**config.mk**
```make
export PLATFORM = sky130hd
export DESIGN_NAME = ps2_host_command_queue_top
export DESIGN_NICKNAME = d
export VERILOG_FILES = /design/src/rtl/ps2hcq_pkg.sv /design/src/rtl/ps2hcq_seq.sv /design/src/rtl/ps2hcq_dpath.sv /design/src/rtl/ps2hcq_obuf.sv /design/src/rtl/ps2_host_command_queue_top.sv
export SDC_FILE = /design/constraint.sdc
export NUM_CORES = 1
export LEC_CHECK = 0
export ABC_AREA = 1
export BUFFER_PORTS_ARGS = -buffer_cell sky130_fd_sc_hd__buf_2
export CAP_MARGIN = 5
export CORE_UTILIZATION = 55
export CTS_CLUSTER_SIZE = 40
export DETAILED_ROUTE_END_ITERATION = 12
export PLACE_DENSITY = 0.79
export SLEW_MARGIN = 20
export SYNTH_ARGS = -nofsm -noshare
export SYNTH_HDL_FRONTEND = slang
export SYNTH_SLANG_ARGS = --single-unit
```
**constraint.sdc**
```tcl
create_clock -name clk -period 4.1 [get_ports clk]
set_input_delay 0.205 -clock clk [delete_from_list [all_inputs] [get_ports clk]]
set_output_delay 0.205 -clock clk [all_outputs]
set_load 0.02 [all_outputs]
```
**src/rtl/ps2hcq_pkg.sv**
```systemverilog
package ps2hcq_pkg;

	localparam int QUEUE_DEPTH_DEF = 16;

	// keyboard protocol bytes
	localparam logic [7:0] KB_ACK       = 8'hFA;
	localparam logic [7:0] KB_RESEND    = 8'hFE;
	localparam logic [7:0] KB_BAT_OK    = 8'hAA;
	localparam logic [7:0] KB_BAT_FAIL1 = 8'hFC;
	localparam logic [7:0] KB_BAT_FAIL2 = 8'hFD;

	localparam logic [7:0] CMD_SET_LEDS  = 8'hED;
	localparam logic [7:0] CMD_SCAN_SET  = 8'hF0;
	localparam logic [7:0] CMD_TYPEMATIC = 8'hF3;
	localparam logic [7:0] CMD_ENABLE    = 8'hF4;
	localparam logic [7:0] CMD_KEY_MAKE  = 8'hFB;
	localparam logic [7:0] CMD_KEY_MB    = 8'hFC;
	localparam logic [7:0] CMD_KEY_MAKE2 = 8'hFD;

	// event kinds
	localparam logic [1:0] KIND_QUEUE = 2'd0;
	localparam logic [1:0] KIND_RX    = 2'd1;
	localparam logic [1:0] KIND_LOCK  = 2'd2;

	// register map (word index)
	localparam logic [1:0] REG_MAX_RESENDS = 2'd0;
	localparam logic [1:0] REG_SCAN_SET    = 2'd1;
	localparam logic [1:0] REG_TYPEMATIC   = 2'd2;

	localparam logic [2:0] MAX_RESENDS_RST = 3'd3;
	localparam logic [1:0] SCAN_SET_RST    = 2'd2;
	localparam logic [6:0] TYPEMATIC_RST   = 7'h20;

	typedef struct packed {
		logic [1:0] kind;
		logic [7:0] cmd_byte;
		logic [7:0] arg_byte;
		logic [7:0] rx_byte;
		logic [1:0] lock_select;
		logic       lock_action;
	} ev_item_t;

	typedef struct packed {
		logic       tx_valid;
		logic [7:0] tx_byte;
		logic       tx_last;
		logic       push_dropped;
		logic [2:0] led_bits;
		logic [4:0] queue_level;
		logic       awaiting_ack;
	} res_item_t;

	typedef struct packed {
		logic [2:0] max_resends;
		logic [1:0] scan_set;
		logic [6:0] typematic_value;
	} cfg_t;

	typedef enum logic [3:0] {
		UOP_NOP,
		UOP_PUSH,
		UOP_READ,
		UOP_SEND_OP,
		UOP_SEND_ARG,
		UOP_RETIRE,
		UOP_RETRY,
		UOP_LOCK,
		UOP_FINISH
	} uop_t;

	typedef enum logic [2:0] {
		SRC_INPUT,
		SRC_SCAN,
		SRC_TYPM,
		SRC_ENBL,
		SRC_LEDS
	} push_src_t;

	typedef enum logic [2:0] {
		C_ALWAYS,
		C_NOT_WAIT,
		C_WAITING,
		C_TAKES_ARG,
		C_LOCK_PUSH,
		C_RETRY_OK,
		C_FILL_GT1
	} cond_t;

	typedef struct packed {
		logic      start;
		uop_t      op;
		push_src_t src;
	} ctl_t;

	typedef struct packed {
		logic waiting;
		logic takes_arg;
		logic lock_push;
		logic retry_ok;
		logic fill_gt1;
	} dp_flags_t;

	typedef struct packed {
		logic [1:0] tx_n;
		logic [7:0] b0;
		logic [7:0] b1;
		logic       dropped;
		logic [2:0] leds;
		logic [4:0] level;
		logic       waiting;
	} res_pack_t;

endpackage

```
**src/rtl/ps2hcq_seq.sv**
```systemverilog
module ps2hcq_seq (
	input  logic                  clk,
	input  logic                  arst_n,
	input  logic                  ev_valid,
	output logic                  ev_stall,
	input  ps2hcq_pkg::ev_item_t  ev_data,
	input  ps2hcq_pkg::dp_flags_t flags,
	input  logic                  ob_free,
	output logic                  ob_load,
	output ps2hcq_pkg::ctl_t      ctl
);
	import ps2hcq_pkg::*;

	localparam int PC_W = 5;

	typedef struct packed {
		uop_t            op;
		push_src_t       src;
		cond_t           cond;
		logic [PC_W-1:0] tgt_t;
		logic [PC_W-1:0] tgt_f;
	} uword_t;

	// program entry points
	localparam logic [PC_W-1:0] ST_DONE  = 5'd0;
	localparam logic [PC_W-1:0] ST_SEND0 = 5'd1;
	localparam logic [PC_W-1:0] ST_SEND1 = 5'd2;
	localparam logic [PC_W-1:0] ST_SEND2 = 5'd3;
	localparam logic [PC_W-1:0] ST_PUSH  = 5'd4;
	localparam logic [PC_W-1:0] ST_BAT0  = 5'd5;
	localparam logic [PC_W-1:0] ST_BAT1  = 5'd6;
	localparam logic [PC_W-1:0] ST_BAT2  = 5'd7;
	localparam logic [PC_W-1:0] ST_BAT3  = 5'd8;
	localparam logic [PC_W-1:0] ST_LOCK0 = 5'd9;
	localparam logic [PC_W-1:0] ST_LOCK1 = 5'd10;
	localparam logic [PC_W-1:0] ST_ACK0  = 5'd11;
	localparam logic [PC_W-1:0] ST_ACK1  = 5'd12;
	localparam logic [PC_W-1:0] ST_RSD0  = 5'd13;
	localparam logic [PC_W-1:0] ST_RSD1  = 5'd14;
	localparam logic [PC_W-1:0] ST_RSD2  = 5'd15;
	localparam logic [PC_W-1:0] ST_RSD3  = 5'd16;

	function automatic uword_t mk(uop_t op, push_src_t src, cond_t cond,
			logic [PC_W-1:0] tt, logic [PC_W-1:0] tf);
		uword_t w;
		w.op    = op;
		w.src   = src;
		w.cond  = cond;
		w.tgt_t = tt;
		w.tgt_f = tf;
		return w;
	endfunction

	function automatic uword_t ucode(logic [PC_W-1:0] pc);
		uword_t w;
		unique case (pc)
			ST_SEND0: w = mk(UOP_READ,     SRC_INPUT, C_ALWAYS,    ST_SEND1, ST_SEND1);
			ST_SEND1: w = mk(UOP_SEND_OP,  SRC_INPUT, C_TAKES_ARG, ST_SEND2, ST_DONE);
			ST_SEND2: w = mk(UOP_SEND_ARG, SRC_INPUT, C_ALWAYS,    ST_DONE,  ST_DONE);
			ST_PUSH:  w = mk(UOP_PUSH,     SRC_INPUT, C_NOT_WAIT,  ST_SEND0, ST_DONE);
			ST_BAT0:  w = mk(UOP_PUSH,     SRC_SCAN,  C_ALWAYS,    ST_BAT1,  ST_BAT1);
			ST_BAT1:  w = mk(UOP_PUSH,     SRC_TYPM,  C_ALWAYS,    ST_BAT2,  ST_BAT2);
			ST_BAT2:  w = mk(UOP_PUSH,     SRC_ENBL,  C_ALWAYS,    ST_BAT3,  ST_BAT3);
			ST_BAT3:  w = mk(UOP_PUSH,     SRC_LEDS,  C_NOT_WAIT,  ST_SEND0, ST_DONE);
			ST_LOCK0: w = mk(UOP_LOCK,     SRC_INPUT, C_LOCK_PUSH, ST_LOCK1, ST_DONE);
			ST_LOCK1: w = mk(UOP_PUSH,     SRC_LEDS,  C_NOT_WAIT,  ST_SEND0, ST_DONE);
			ST_ACK0:  w = mk(UOP_NOP,      SRC_INPUT, C_WAITING,   ST_ACK1,  ST_DONE);
			ST_ACK1:  w = mk(UOP_RETIRE,   SRC_INPUT, C_FILL_GT1,  ST_SEND0, ST_DONE);
			ST_RSD0:  w = mk(UOP_NOP,      SRC_INPUT, C_WAITING,   ST_RSD1,  ST_DONE);
			ST_RSD1:  w = mk(UOP_NOP,      SRC_INPUT, C_RETRY_OK,  ST_RSD2,  ST_RSD3);
			ST_RSD2:  w = mk(UOP_RETRY,    SRC_INPUT, C_ALWAYS,    ST_SEND0, ST_SEND0);
			ST_RSD3:  w = mk(UOP_RETIRE,   SRC_INPUT, C_FILL_GT1,  ST_SEND0, ST_DONE);
			default:  w = mk(UOP_FINISH,   SRC_INPUT, C_ALWAYS,    ST_DONE,  ST_DONE);
		endcase
		return w;
	endfunction

	function automatic logic [PC_W-1:0] entry(ev_item_t ev);
		logic [PC_W-1:0] e;
		e = ST_DONE;
		if (ev.kind == KIND_QUEUE) begin
			e = ST_PUSH;
		end else if (ev.kind == KIND_LOCK) begin
			e = ST_LOCK0;
		end else if (ev.kind == KIND_RX) begin
			if (ev.rx_byte == KB_ACK) begin
				e = ST_ACK0;
			end else if (ev.rx_byte == KB_RESEND) begin
				e = ST_RSD0;
			end else if (ev.rx_byte == KB_BAT_OK || ev.rx_byte == KB_BAT_FAIL1 ||
					ev.rx_byte == KB_BAT_FAIL2) begin
				e = ST_BAT0;
			end
		end
		return e;
	endfunction

	logic            busy_q;
	logic [PC_W-1:0] pc_q;
	uword_t          word;
	logic            cond_ok;
	logic            accept;

	assign word     = ucode(pc_q);
	assign ev_stall = busy_q;
	assign accept   = ev_valid && !busy_q;

	always_comb begin
		unique case (word.cond)
			C_ALWAYS:    cond_ok = 1'b1;
			C_NOT_WAIT:  cond_ok = !flags.waiting;
			C_WAITING:   cond_ok = flags.waiting;
			C_TAKES_ARG: cond_ok = flags.takes_arg;
			C_LOCK_PUSH: cond_ok = flags.lock_push;
			C_RETRY_OK:  cond_ok = flags.retry_ok;
			C_FILL_GT1:  cond_ok = flags.fill_gt1;
			default:     cond_ok = 1'b0;
		endcase
	end

	assign ctl.start = accept;
	assign ctl.op    = busy_q ? word.op : UOP_NOP;
	assign ctl.src   = word.src;
	assign ob_load   = busy_q && (word.op == UOP_FINISH) && ob_free;

	always_ff @(posedge clk or negedge arst_n) begin
		if (!arst_n) begin
			busy_q <= 1'b0;
			pc_q   <= ST_DONE;
		end else if (accept) begin
			busy_q <= 1'b1;
			pc_q   <= entry(ev_data);
		end else if (busy_q) begin
			if (word.op == UOP_FINISH) begin
				// hold until the result buffer can take the words
				if (ob_free) begin
					busy_q <= 1'b0;
				end
			end else begin
				pc_q <= cond_ok ? word.tgt_t : word.tgt_f;
			end
		end
	end

endmodule

```
**src/rtl/ps2hcq_dpath.sv**
```systemverilog
module ps2hcq_dpath #(
	parameter int QUEUE_DEPTH = ps2hcq_pkg::QUEUE_DEPTH_DEF
) (
	input  logic                  clk,
	input  logic                  arst_n,
	input  ps2hcq_pkg::ctl_t      ctl,
	input  ps2hcq_pkg::ev_item_t  ev_data,
	input  ps2hcq_pkg::cfg_t      cfg,
	output ps2hcq_pkg::dp_flags_t flags,
	output ps2hcq_pkg::res_pack_t pack
);
	import ps2hcq_pkg::*;

	localparam int PTR_W  = (QUEUE_DEPTH > 1) ? $clog2(QUEUE_DEPTH) : 1;
	localparam int FILL_W = $clog2(QUEUE_DEPTH + 1);

	typedef enum logic [1:0] {
		KS_RELEASED,
		KS_PRESSED,
		KS_REPEAT
	} key_state_t;

	logic [7:0]        op_mem  [QUEUE_DEPTH];
	logic [7:0]        arg_mem [QUEUE_DEPTH];

	ev_item_t          item_q;
	logic [PTR_W-1:0]  head_q;
	logic [PTR_W-1:0]  tail_q;
	logic [FILL_W-1:0] fill_q;
	logic              waiting_q;
	logic [2:0]        retry_q;
	logic [2:0]        lock_on_q;
	logic [2:0]        fresh_q;
	key_state_t        key_q [3];
	logic [7:0]        rd_op_q;
	logic [7:0]        rd_arg_q;
	logic [1:0]        tx_n_q;
	logic [7:0]        tx_b0_q;
	logic [7:0]        tx_b1_q;
	logic              dropped_q;

	logic              full;
	logic [7:0]        push_op;
	logic [7:0]        push_arg;
	logic              sel_ok;
	logic [2:0]        lk_bit;
	key_state_t        ks_old;
	key_state_t        ks_new;
	logic [2:0]        lk_on_n;
	logic [2:0]        lk_fresh_n;
	logic              lk_push;
	logic [FILL_W+4:0] level_ext;

	function automatic logic [PTR_W-1:0] ptr_next(logic [PTR_W-1:0] p);
		return (p == PTR_W'(QUEUE_DEPTH - 1)) ? '0 : p + 1'b1;
	endfunction

	assign full = (fill_q == FILL_W'(QUEUE_DEPTH));

	always_comb begin
		unique case (ctl.src)
			SRC_INPUT: begin
				push_op  = item_q.cmd_byte;
				push_arg = item_q.arg_byte;
			end
			SRC_SCAN: begin
				push_op  = CMD_SCAN_SET;
				push_arg = {6'd0, cfg.scan_set};
			end
			SRC_TYPM: begin
				push_op  = CMD_TYPEMATIC;
				push_arg = {1'b0, cfg.typematic_value};
			end
			SRC_ENBL: begin
				push_op  = CMD_ENABLE;
				push_arg = 8'd0;
			end
			SRC_LEDS: begin
				push_op  = CMD_SET_LEDS;
				push_arg = {5'd0, lock_on_q};
			end
			default: begin
				push_op  = item_q.cmd_byte;
				push_arg = item_q.arg_byte;
			end
		endcase
	end

	// lock key: a lock set by this press survives the first release
	always_comb begin
		sel_ok     = (item_q.lock_select != 2'd3);
		lk_bit     = 3'b100 >> item_q.lock_select;
		ks_old     = sel_ok ? key_q[item_q.lock_select] : KS_RELEASED;
		lk_on_n    = lock_on_q;
		lk_fresh_n = fresh_q;
		lk_push    = 1'b0;
		if (item_q.lock_action) begin
			ks_new = KS_RELEASED;
		end else begin
			unique case (ks_old)
				KS_RELEASED: ks_new = KS_PRESSED;
				KS_PRESSED:  ks_new = KS_REPEAT;
				default:     ks_new = ks_old;
			endcase
		end
		if (sel_ok) begin
			if ((lock_on_q & lk_bit) != 3'd0) begin
				if (ks_new == KS_RELEASED) begin
					if ((fresh_q & lk_bit) == 3'd0) begin
						lk_on_n = lock_on_q & ~lk_bit;
						lk_push = 1'b1;
					end else begin
						lk_fresh_n = fresh_q & ~lk_bit;
					end
				end
			end else if (ks_new == KS_PRESSED) begin
				lk_on_n    = lock_on_q | lk_bit;
				lk_fresh_n = fresh_q | lk_bit;
				lk_push    = 1'b1;
			end
		end
	end

	assign flags.waiting   = waiting_q;
	assign flags.takes_arg = (rd_op_q == CMD_SET_LEDS) || (rd_op_q == CMD_SCAN_SET) ||
		(rd_op_q == CMD_TYPEMATIC) || (rd_op_q == CMD_KEY_MAKE) ||
		(rd_op_q == CMD_KEY_MB) || (rd_op_q == CMD_KEY_MAKE2);
	assign flags.lock_push = lk_push;
	assign flags.retry_ok  = (retry_q < cfg.max_resends);
	assign flags.fill_gt1  = (fill_q > FILL_W'(1));

	assign level_ext    = {5'd0, fill_q};
	assign pack.tx_n    = tx_n_q;
	assign pack.b0      = tx_b0_q;
	assign pack.b1      = tx_b1_q;
	assign pack.dropped = dropped_q;
	assign pack.leds    = lock_on_q;
	assign pack.level   = level_ext[4:0];
	assign pack.waiting = waiting_q;

	always_ff @(posedge clk) begin
		if (ctl.op == UOP_PUSH && !full) begin
			op_mem[tail_q]  <= push_op;
			arg_mem[tail_q] <= push_arg;
		end
		if (ctl.op == UOP_READ) begin
			rd_op_q  <= op_mem[head_q];
			rd_arg_q <= arg_mem[head_q];
		end
	end

	always_ff @(posedge clk) begin
		if (ctl.start) begin
			item_q <= ev_data;
		end
		if (ctl.op == UOP_SEND_OP) begin
			tx_b0_q <= rd_op_q;
		end
		if (ctl.op == UOP_SEND_ARG) begin
			tx_b1_q <= rd_arg_q;
		end
	end

	always_ff @(posedge clk or negedge arst_n) begin
		if (!arst_n) begin
			head_q    <= '0;
			tail_q    <= '0;
			fill_q    <= '0;
			waiting_q <= 1'b0;
			retry_q   <= 3'd0;
			lock_on_q <= 3'd0;
			fresh_q   <= 3'd0;
			key_q[0]  <= KS_RELEASED;
			key_q[1]  <= KS_RELEASED;
			key_q[2]  <= KS_RELEASED;
			tx_n_q    <= 2'd0;
			dropped_q <= 1'b0;
		end else begin
			if (ctl.start) begin
				tx_n_q    <= 2'd0;
				dropped_q <= 1'b0;
			end
			unique case (ctl.op)
				UOP_PUSH: begin
					if (full) begin
						dropped_q <= 1'b1;
					end else begin
						tail_q <= ptr_next(tail_q);
						fill_q <= fill_q + 1'b1;
					end
				end
				UOP_SEND_OP: begin
					waiting_q <= 1'b1;
					tx_n_q    <= 2'd1;
				end
				UOP_SEND_ARG: begin
					tx_n_q <= 2'd2;
				end
				UOP_RETIRE: begin
					waiting_q <= 1'b0;
					retry_q   <= 3'd0;
					head_q    <= ptr_next(head_q);
					if (fill_q != '0) begin
						fill_q <= fill_q - 1'b1;
					end
				end
				UOP_RETRY: begin
					retry_q <= retry_q + 3'd1;
				end
				UOP_LOCK: begin
					lock_on_q <= lk_on_n;
					fresh_q   <= lk_fresh_n;
					if (sel_ok) begin
						key_q[item_q.lock_select] <= ks_new;
					end
				end
				default: begin
				end
			endcase
		end
	end

endmodule

```
**src/rtl/ps2hcq_obuf.sv**
```systemverilog
module ps2hcq_obuf (
	input  logic                  clk,
	input  logic                  arst_n,
	input  logic                  load,
	input  ps2hcq_pkg::res_pack_t pack,
	output logic                  free,
	output logic                  res_valid,
	input  logic                  res_stall,
	output ps2hcq_pkg::res_item_t res_data
);
	import ps2hcq_pkg::*;

	logic      valid_q;
	logic      idx_q;
	res_pack_t pk_q;
	logic      last;
	logic      take;

	// one word when nothing was sent, otherwise one word per byte
	assign last      = (pk_q.tx_n == 2'd2) ? idx_q : 1'b1;
	assign take      = valid_q && !res_stall;
	assign free      = !valid_q || (take && last);
	assign res_valid = valid_q;

	assign res_data.tx_valid     = (pk_q.tx_n != 2'd0);
	assign res_data.tx_byte      = (pk_q.tx_n == 2'd0) ? 8'd0 : (idx_q ? pk_q.b1 : pk_q.b0);
	assign res_data.tx_last      = last;
	assign res_data.push_dropped = pk_q.dropped;
	assign res_data.led_bits     = pk_q.leds;
	assign res_data.queue_level  = pk_q.level;
	assign res_data.awaiting_ack = pk_q.waiting;

	always_ff @(posedge clk) begin
		if (load) begin
			pk_q <= pack;
		end
	end

	always_ff @(posedge clk or negedge arst_n) begin
		if (!arst_n) begin
			valid_q <= 1'b0;
			idx_q   <= 1'b0;
		end else if (load) begin
			valid_q <= 1'b1;
			idx_q   <= 1'b0;
		end else if (take) begin
			if (last) begin
				valid_q <= 1'b0;
			end else begin
				idx_q <= 1'b1;
			end
		end
	end

endmodule

```
**src/rtl/ps2_host_command_queue_top.sv**
```systemverilog
// PS/2 keyboard host command queue.
// Event channel (ev_valid/ev_stall/ev_data): queue a command, hand over a byte
// received from the keyboard, or report a lock key make/break.
// Result channel (res_valid/res_stall/res_data): each event yields one word, or
// one word per byte sent to the keyboard (at most two); tx_last marks the final
// word of an event and every word carries the status after the event.
// Registers on the APB port: 0x0 max_resends, 0x4 scan_set, 0x8 typematic_value.
// Each event runs a short program from the control store, one step a cycle
// except while held at its final step; the longest is for a self-test byte
// that finds the queue idle and sends the first command.
// The queue read takes a step of its own before each transmitted command.
// A finished event is parked in the result buffer; the next event is taken
// while the buffer waits. With res_stall high the sequencer holds at its final
// step until the buffer is free, and ev_stall stays high meanwhile.
// Reset empties the queue, clears the lock flags and loads register defaults.
module ps2_host_command_queue_top #(
	parameter int QUEUE_DEPTH = ps2hcq_pkg::QUEUE_DEPTH_DEF
) (
	input  logic                  clk,
	input  logic                  arst_n,
	input  logic                  ev_valid,
	output logic                  ev_stall,
	input  ps2hcq_pkg::ev_item_t  ev_data,
	output logic                  res_valid,
	input  logic                  res_stall,
	output ps2hcq_pkg::res_item_t res_data,
	input  logic                  psel,
	input  logic                  penable,
	input  logic                  pwrite,
	input  logic [3:0]            paddr,
	input  logic [31:0]           pwdata,
	output logic [31:0]           prdata,
	output logic                  pready
);
	import ps2hcq_pkg::*;

	cfg_t      cfg_q;
	ctl_t      ctl;
	dp_flags_t flags;
	res_pack_t pack;
	logic      ob_free;
	logic      ob_load;
	logic      cfg_wr;

	assign pready = 1'b1;
	assign cfg_wr = psel && penable && pwrite && pready;

	always_ff @(posedge clk or negedge arst_n) begin
		if (!arst_n) begin
			cfg_q.max_resends     <= MAX_RESENDS_RST;
			cfg_q.scan_set        <= SCAN_SET_RST;
			cfg_q.typematic_value <= TYPEMATIC_RST;
		end else if (cfg_wr) begin
			unique case (paddr[3:2])
				REG_MAX_RESENDS: cfg_q.max_resends     <= pwdata[2:0];
				REG_SCAN_SET:    cfg_q.scan_set        <= pwdata[1:0];
				REG_TYPEMATIC:   cfg_q.typematic_value <= pwdata[6:0];
				default: begin
				end
			endcase
		end
	end

	always_comb begin
		unique case (paddr[3:2])
			REG_MAX_RESENDS: prdata = {29'd0, cfg_q.max_resends};
			REG_SCAN_SET:    prdata = {30'd0, cfg_q.scan_set};
			REG_TYPEMATIC:   prdata = {25'd0, cfg_q.typematic_value};
			default:         prdata = 32'd0;
		endcase
	end

	ps2hcq_seq u_seq (
		.clk      (clk),
		.arst_n   (arst_n),
		.ev_valid (ev_valid),
		.ev_stall (ev_stall),
		.ev_data  (ev_data),
		.flags    (flags),
		.ob_free  (ob_free),
		.ob_load  (ob_load),
		.ctl      (ctl)
	);

	ps2hcq_dpath #(
		.QUEUE_DEPTH (QUEUE_DEPTH)
	) u_dpath (
		.clk     (clk),
		.arst_n  (arst_n),
		.ctl     (ctl),
		.ev_data (ev_data),
		.cfg     (cfg_q),
		.flags   (flags),
		.pack    (pack)
	);

	ps2hcq_obuf u_obuf (
		.clk       (clk),
		.arst_n    (arst_n),
		.load      (ob_load),
		.pack      (pack),
		.free      (ob_free),
		.res_valid (res_valid),
		.res_stall (res_stall),
		.res_data  (res_data)
	);

endmodule

```
## Yosys cells after proc, flatten, opt, wreduce, memory -nomap -nowiden

Memory sizes are Yosys's and may differ from the RTL's. A register that Yosys moved wholly into a read port is not among the register bits.
Cells that the tools add are included.

| cells by class | value |
|---|---|
| bitwise logic cells | 9 |
| add/sub/neg operators | 5 |
| div/mod/pow operators | 0 |
| reductions and logical operators | 51 |
| multipliers | 0 |
| shift-type cells | 1 |
| eq/ne operators | 47 |
| $lt $le $gt $ge | 4 |
| multiplexer cells | 64 |

Operator list:

| cell | count |
|---|---|
| == test 8 bit, second input constant | 11 |
| case mux 8 bit (4 select lines) | 2 |
| 2-to-1 mux 5 bit | 11 |
| 2-to-1 mux 3 bit | 9 |
| 2-to-1 mux 1 bit | 21 |
| case mux 7 bit (3 select lines) | 1 |
| == test 4 x 3 -> 1 bit, second input constant | 4 |
| 2-to-1 mux 8 bit | 2 |
| AND reduction 2 bit | 8 |
| nonzero test 2 bit | 8 |
| bitwise AND 3 bit | 4 |
| == test 3 x 2 -> 1 bit, second input constant | 4 |
| == test 3 bit, second input constant | 4 |
| == test 4 bit, second input constant | 3 |
| 2-to-1 mux 2 bit | 6 |
| 2-to-1 mux 4 bit | 3 |
| != test 2 bit, second input constant | 6 |
| zero test 2 bit | 5 |
| case mux 5 bit (2 select lines) | 1 |
| AND reduction 5 bit | 2 |
| logical AND 1 bit | 9 |
| adder 4 x 1 -> 4 bit, second input constant | 2 |
| == test 2 x 1 -> 1 bit, second input constant | 4 |
| == test 4 x 2 -> 1 bit, second input constant | 2 |
| 30 further kinds | 49 |

| word-level totals | value |
|---|---|
| flip-flop bits (word level) | 115 |
| input bits | 72 |
| RAM bits | 256 |
| output and inout port bits | 55 |
| memories kept | 3 |
| memory bits (read-only) | 608 |
| logic and storage cells | 216 |
| latch bits | 0 |

Memories:

| name | words | bits a word | rd ports | clocked after memory_dff | wr ports | line | text |
|---|---|---|---|---|---|---|---|
| (name not given) | 32 | 19 | 1 | 0 | 0 | ps2hcq_seq.sv:56 | `unique case (pc)` |
| u_dpath.arg_mem | 16 | 8 | 1 | 1 | 1 | ps2hcq_dpath.sv:24 | `logic [7:0] arg_mem [QUEUE_DEPTH];` |
| u_dpath.op_mem | 16 | 8 | 1 | 1 | 1 | ps2hcq_dpath.sv:23 | `logic [7:0] op_mem [QUEUE_DEPTH];` |

## Depth between registers and ports, before layout

| depth | value |
|---|---|
| word-level depth | 17 |
| mapped depth | 17 |
| gate-level depth less buffers | 17 |

## Hierarchy

Synthesis repeated with hierarchy kept, for this count alone.

| unflattened totals | value |
|---|---|
| cell total of the unflattened synthesis | 1,431 |
| area, all modules | 16,764.8 um^2 |

Modules (own cells, without submodules):

| module | area each (um^2) | instances | sequential area each (um^2) | cells an instance |
|---|---|---|---|---|
| ps2hcq_dpath | 13,708.1 | 1 | 10,019.6 | 1,075 |
| ps2hcq_obuf | 1,177.4 | 1 | 890.9 | 81 |
| ps2hcq_seq | 1,047.3 | 1 | 150.1 | 164 |
| ps2_host_command_queue_top | 832.0 | 1 | 305.3 | 111 |

## Worst setup path after synthesis

No wires, ideal clock.

| timing | value |
|---|---|
| path type | register -> register |
| start | reg u_seq.pc_q[0] |
| end | reg u_obuf.idx_q |
| path slack | 1.068 ns |
| stages on the path, launching flop included | 13 |
| period minus slack after synthesis | 3.032 ns |
| setup time | 0.120 ns |
| arrival | 2.913 ns |
| cell sequence | dfrtp_1 inv_1 ha_1 o21ai_0 inv_1 nand2_1 nor2_1 inv_1 nand4_1 nor2_1 inv_1 o21ai_0 inv_1 |

| between the ends | value |
|---|---|
| cells in the longest elaborated chain, start to end | 6 |

Ends and longest elaborated chain:

| item | line | text |
|---|---|---|
| from (decl) | ps2hcq_seq.sv:99 | `logic [PC_W-1:0] pc_q;` |
| from (signal assigned) | ps2hcq_seq.sv:132 | `pc_q <= entry(ev_data);` |
| from (signal assigned) | ps2hcq_seq.sv:140 | `pc_q <= cond_ok ? word.tgt_t : word.tgt_f;` |
| memory read (32 x 19 bit) (*) | -- |  |
| == test 4 bit (*) | ps2hcq_seq.sv:124 | `assign ob_load = busy_q && (word.op == UOP_FINISH) && ob_free;` |
| logical AND 1 bit (*) (2 in a row) | ps2hcq_seq.sv:124 |  |
| via ob_load | ps2_host_command_queue_top.sv:42 | `logic ob_load;` |
| != test 2 bit (no line) or nonzero test 2 bit (tied branches) | -- |  |
| AND reduction 2 bit (no line) | -- |  |
| to (signal assigned) | ps2hcq_obuf.sv:42 | `idx_q <= 1'b0;` |
| to (signal assigned) | ps2hcq_obuf.sv:45 | `idx_q <= 1'b0;` |
| to (signal assigned) | ps2hcq_obuf.sv:50 | `idx_q <= 1'b1;` |
| to (decl) | ps2hcq_obuf.sv:14 | `logic idx_q;` |

The timed path passes the listed nets; every way through them passes the cells marked *.
A chain may end at the register's enable or synchronous reset.

## Worst setup path after layout

| timing | value |
|---|---|
| start | reg u_seq.pc_q[3] |
| end | mem u_dpath.op_mem[1][0], data pin |

| between the ends | value |
|---|---|
| cells in the longest elaborated chain, start to end | 3 |

Ends and longest elaborated chain:

| item | line | text |
|---|---|---|
| memory read (32 x 19 bit) (*) | -- |  |
| == test 3 bit, or another cell as far along | ps2hcq_dpath.sv:61 | `unique case (ctl.src)` |
| case mux 8 bit (4 select lines) (*) | ps2hcq_dpath.sv:61 |  |
| via u_dpath.push_op[0] | ps2hcq_dpath.sv:43 | `logic [7:0] push_op;` |
| to (decl) | ps2hcq_dpath.sv:23 |  |

Marked as above.

==> results.md <==
- Max frequency: 0.340 GHz
- Maxcap violations: 0
- Period utilization: 71.7%
- Yosys Warn Count: 0
- Met1 WL: 14300 um
- Layout cells sized above 1: 14.4%
- Post-synth ARST share: 13.4%
- Origin of the critical flop-to-flop path: u_seq.pc_q[3]$_DFFE_PN0P_
- Worst slew pin tran: 0.751 ns
- Slew Limit Fails: 0
- Root Driver: clkbuf_16
- Part of the Yosys area used for sequential elements: 69.6%
- Register area: 11400 um2
- Ys flop type: edfxtp_1
- Worst-path clk slew: 0.06 ns
- Power share of the sequential group: 42.7%
- # nets final: 1606
- Initial Util: 56.5%
- CP Capture Type: flip-flop
- DR vias/cell: 5.75
- Inst Count DP: 1831
- PD cells: 723 nW/um2
- Clk network pwr share: 26.8%
- GRT Total Usage: 24.9%
- H-tree levels: 2
- Hold Buf Count CTS: 28
- Kind of critical path: flip-flop to flip-flop
- Slew headroom: 49.9%
- WL met3: 3480 um
- Detailed-route DRC error count: 0
- Final Cell Area: 18800 um2
- Worst min-delay path class: primary input to flip-flop
- Largest net degree at the start of global routing: 71
- Sw Pwr: 0.00486 W
- Area grow syn2layout: 15.0%
- Die Span X: 174 um
- Crit path max fanout: 16
- Uppermost layer routed: met4
- FILL cells: 2031
- Post-synth EDFFs: 335
- Dpl hpwl: 22700 um
- Worst Skew: 0.0233 ns
- Routability cong.: 0.893
- Commonest non-fill, non-tap cell in the layout: edfxtp_1
- Switching part of the total: 35.8%
- DIE AREA: 30400 um2
- Status: complete, no violations
- Die H: 174 um
- Crit path launch: u_seq.pc_q[3]$_DFFE_PN0P_
- Port bufs: 73
- Min-delay src: ev_data[5]
- Row count: 62
- Synth Instances: 1392
- Final cell count without fillers: 1931
- Final setup vio count: 0
- Leak Pwr: 7.20 nW
- Placeable Area: 28900 um2
- Clock Tree Buf Depth: 3
- Library cells used by synthesis: 46
- # clock sinks: 387
- Util after Layout: 64.9%
- Int Power: 0.00872 W
- Postcts setup bufs: 0
- Post-CTS Resized: 0
- Drt total wl: 37800 um
- Combinational share of power: 30.5%
- Congestion Overflow GR: 0
- VDD IR max: 0.459 mV
- Ant diodes: 0
- Num ports: 127
- RSZ-0062 raised after global routing: false
- Post-route ant nets: 0
- Post-synthesis register bit count: 387
- CTS tree: built
- Final hold vios: 0
- Placed inst area: 17100 um2
- Area occupied by multi-input gates: 4280 um2
- CP Data Arrival Time: 3.05 ns
- Vias in the first global route: 10.6k
- Clock Latency Late Sink: 0.55 ns
- First-pass DRT Iterations: 6
- CP required: 4.21 ns
- Final Power: 0.0136 W
- Initial antenna violation count: 0
- Routed wl met2: 18900 um
- Initial drt markers: 1154
- Post-layout min period: 2.94 ns
- DR WL/cell: 19.6 um
- First-pass GRT wire length: 57300 um
- Setup Total Neg Slack: 0 ns
- Syn avg cell area: 11.7 um2
- CTS Buf Count: 39
- Routed via count: 11.1k
- Most frequent cells in the layout: 335 x edfxtp_1, 284 x nand2_1, 135 x nor2_1
- Startpoint type of the worst setup path: flip-flop
- Syn Std Cell Area: 16300 um2
path summary, 6_finish.rpt:
check                                                      end  cells past startpoint  slack [ns]
worst max-delay path            u_dpath.op_mem[1][0]$_DFFE_PP_                      9        1.16
worst min-delay path                 u_seq.pc_q[1]$_DFFE_PN0P_                      4        0.02
worst max register to register  u_dpath.op_mem[1][0]$_DFFE_PP_                      9        1.16
worst min register to register    u_dpath.tx_b1_q[2]$_DFFE_PP_                      0        0.42
max in group asynchronous        u_dpath.head_q[0]$_DFFE_PN0P_                      3        3.22
min in group asynchronous                 cfg_q[6]$_DFFE_PN0P_                      3        0.35
layout make-up:
| cell class | instances | area share [%] |
|---|---|---|
| clock buffers | 43 | 5.28 |
| clock inverters | 29 | 1.77 |
| inverters | 85 | 1.76 |
| multi-input cells | 856 | 22.8 |
| flip-flops and latches | 387 | 60.5 |
| well taps | 384 | 2.56 |
| repair buffers | 147 | 5.28 |
flip-flops by register name (all words and copies together), names as in the netlist, 2 cells and up, named ones only:
signal and flops:
u_dpath.tail_q 4, u_dpath.item_q 19, u_dpath.arg_mem 128, u_dpath.tx_b1_q 8, u_dpath.retry_q 3, u_dpath.fill_q 5, u_dpath.rd_arg_q 8, u_dpath.op_mem 128
u_dpath.head_q 4, u_dpath.key_q 6, u_obuf.pk_q 18, u_dpath.rd_op_q 8, u_seq.pc_q 5, u_dpath.tx_n_q 2, u_dpath.tx_b0_q 8, cfg_q 12
u_obuf.res_data 10
cells in the mapped netlist (5+ instances only):
library cell	n	share of area, %
or2_2	5	0.19
clkbuf_1	45	1.0
dfrtp_1	48	7.4
o221ai_1	15	0.80
nand4_1	17	0.65
inv_1	78	1.8
nand2_1	284	6.5
nand3_1	76	2.3
o22ai_1	20	0.77
nor3_1	5	0.15
a221oi_1	19	1.0
a21oi_1	56	1.7
ha_1	18	1.4
nor2_1	138	3.2
edfxtp_1	335	62
o21ai_0	126	3.9
buf_4	38	1.7
xor2_1	9	0.48
critical path, stage by stage, from the launching register on:
cell      delay, ns
dfrtp_1        0.46
inv_2          0.15
nor2_4         0.18
inv_1          0.09
nor2_1         0.20
inv_1          0.20
nand2_1        0.28
clkinv_1       0.37
nand2_1        0.16
nand3_1        0.43
power groups by stage:
stage	Sequential [W]	Combinational, W	Clock, W
2_1_floorplan	0.00574	0.00276	0
3_3_place_gp	0.00585	0.00383	0
3_5_place_dp	0.00587	0.00397	0
4_1_cts	0.00579	0.00402	0.00366
5_1_grt	0.00586	0.00450	0.00381
6_report	0.00580	0.00414	0.00364
metrics by stage:
stage / worst slack [ns] / hold slack, ns
3_3_place_gp: 1.15 / 0.371
6_report: 1.16 / 0.0168
4_1_cts: 1.01 / 0.000376
3_5_place_dp: 1.06 / 0.374
5_1_grt: 0.913 / 0.0400
2_1_floorplan: 1.07 / -0.0906
per-layer routing:
layer	up-vias	GRT usage [%]
met1	5358	30.9
met2	545	42.8
met5	-	0
met3	84	5.01
li1	5121	-
met4	0	9.94
kinds of logic after synthesis:
group / after synthesis / share of synthesized area [%]
other: 2 / 0.0460
buffers and inverters: 173 / 4.99
adder cells (fa/ha/maj): 18 / 1.38
XOR/XNOR: 12 / 0.689
AO/OA/AOI/OAI: 251 / 8.82
flip-flops: 387 / 69.6
AND/OR/NAND/NOR: 549 / 14.5
Note: power is estimated with default switching activity, not from simulation.
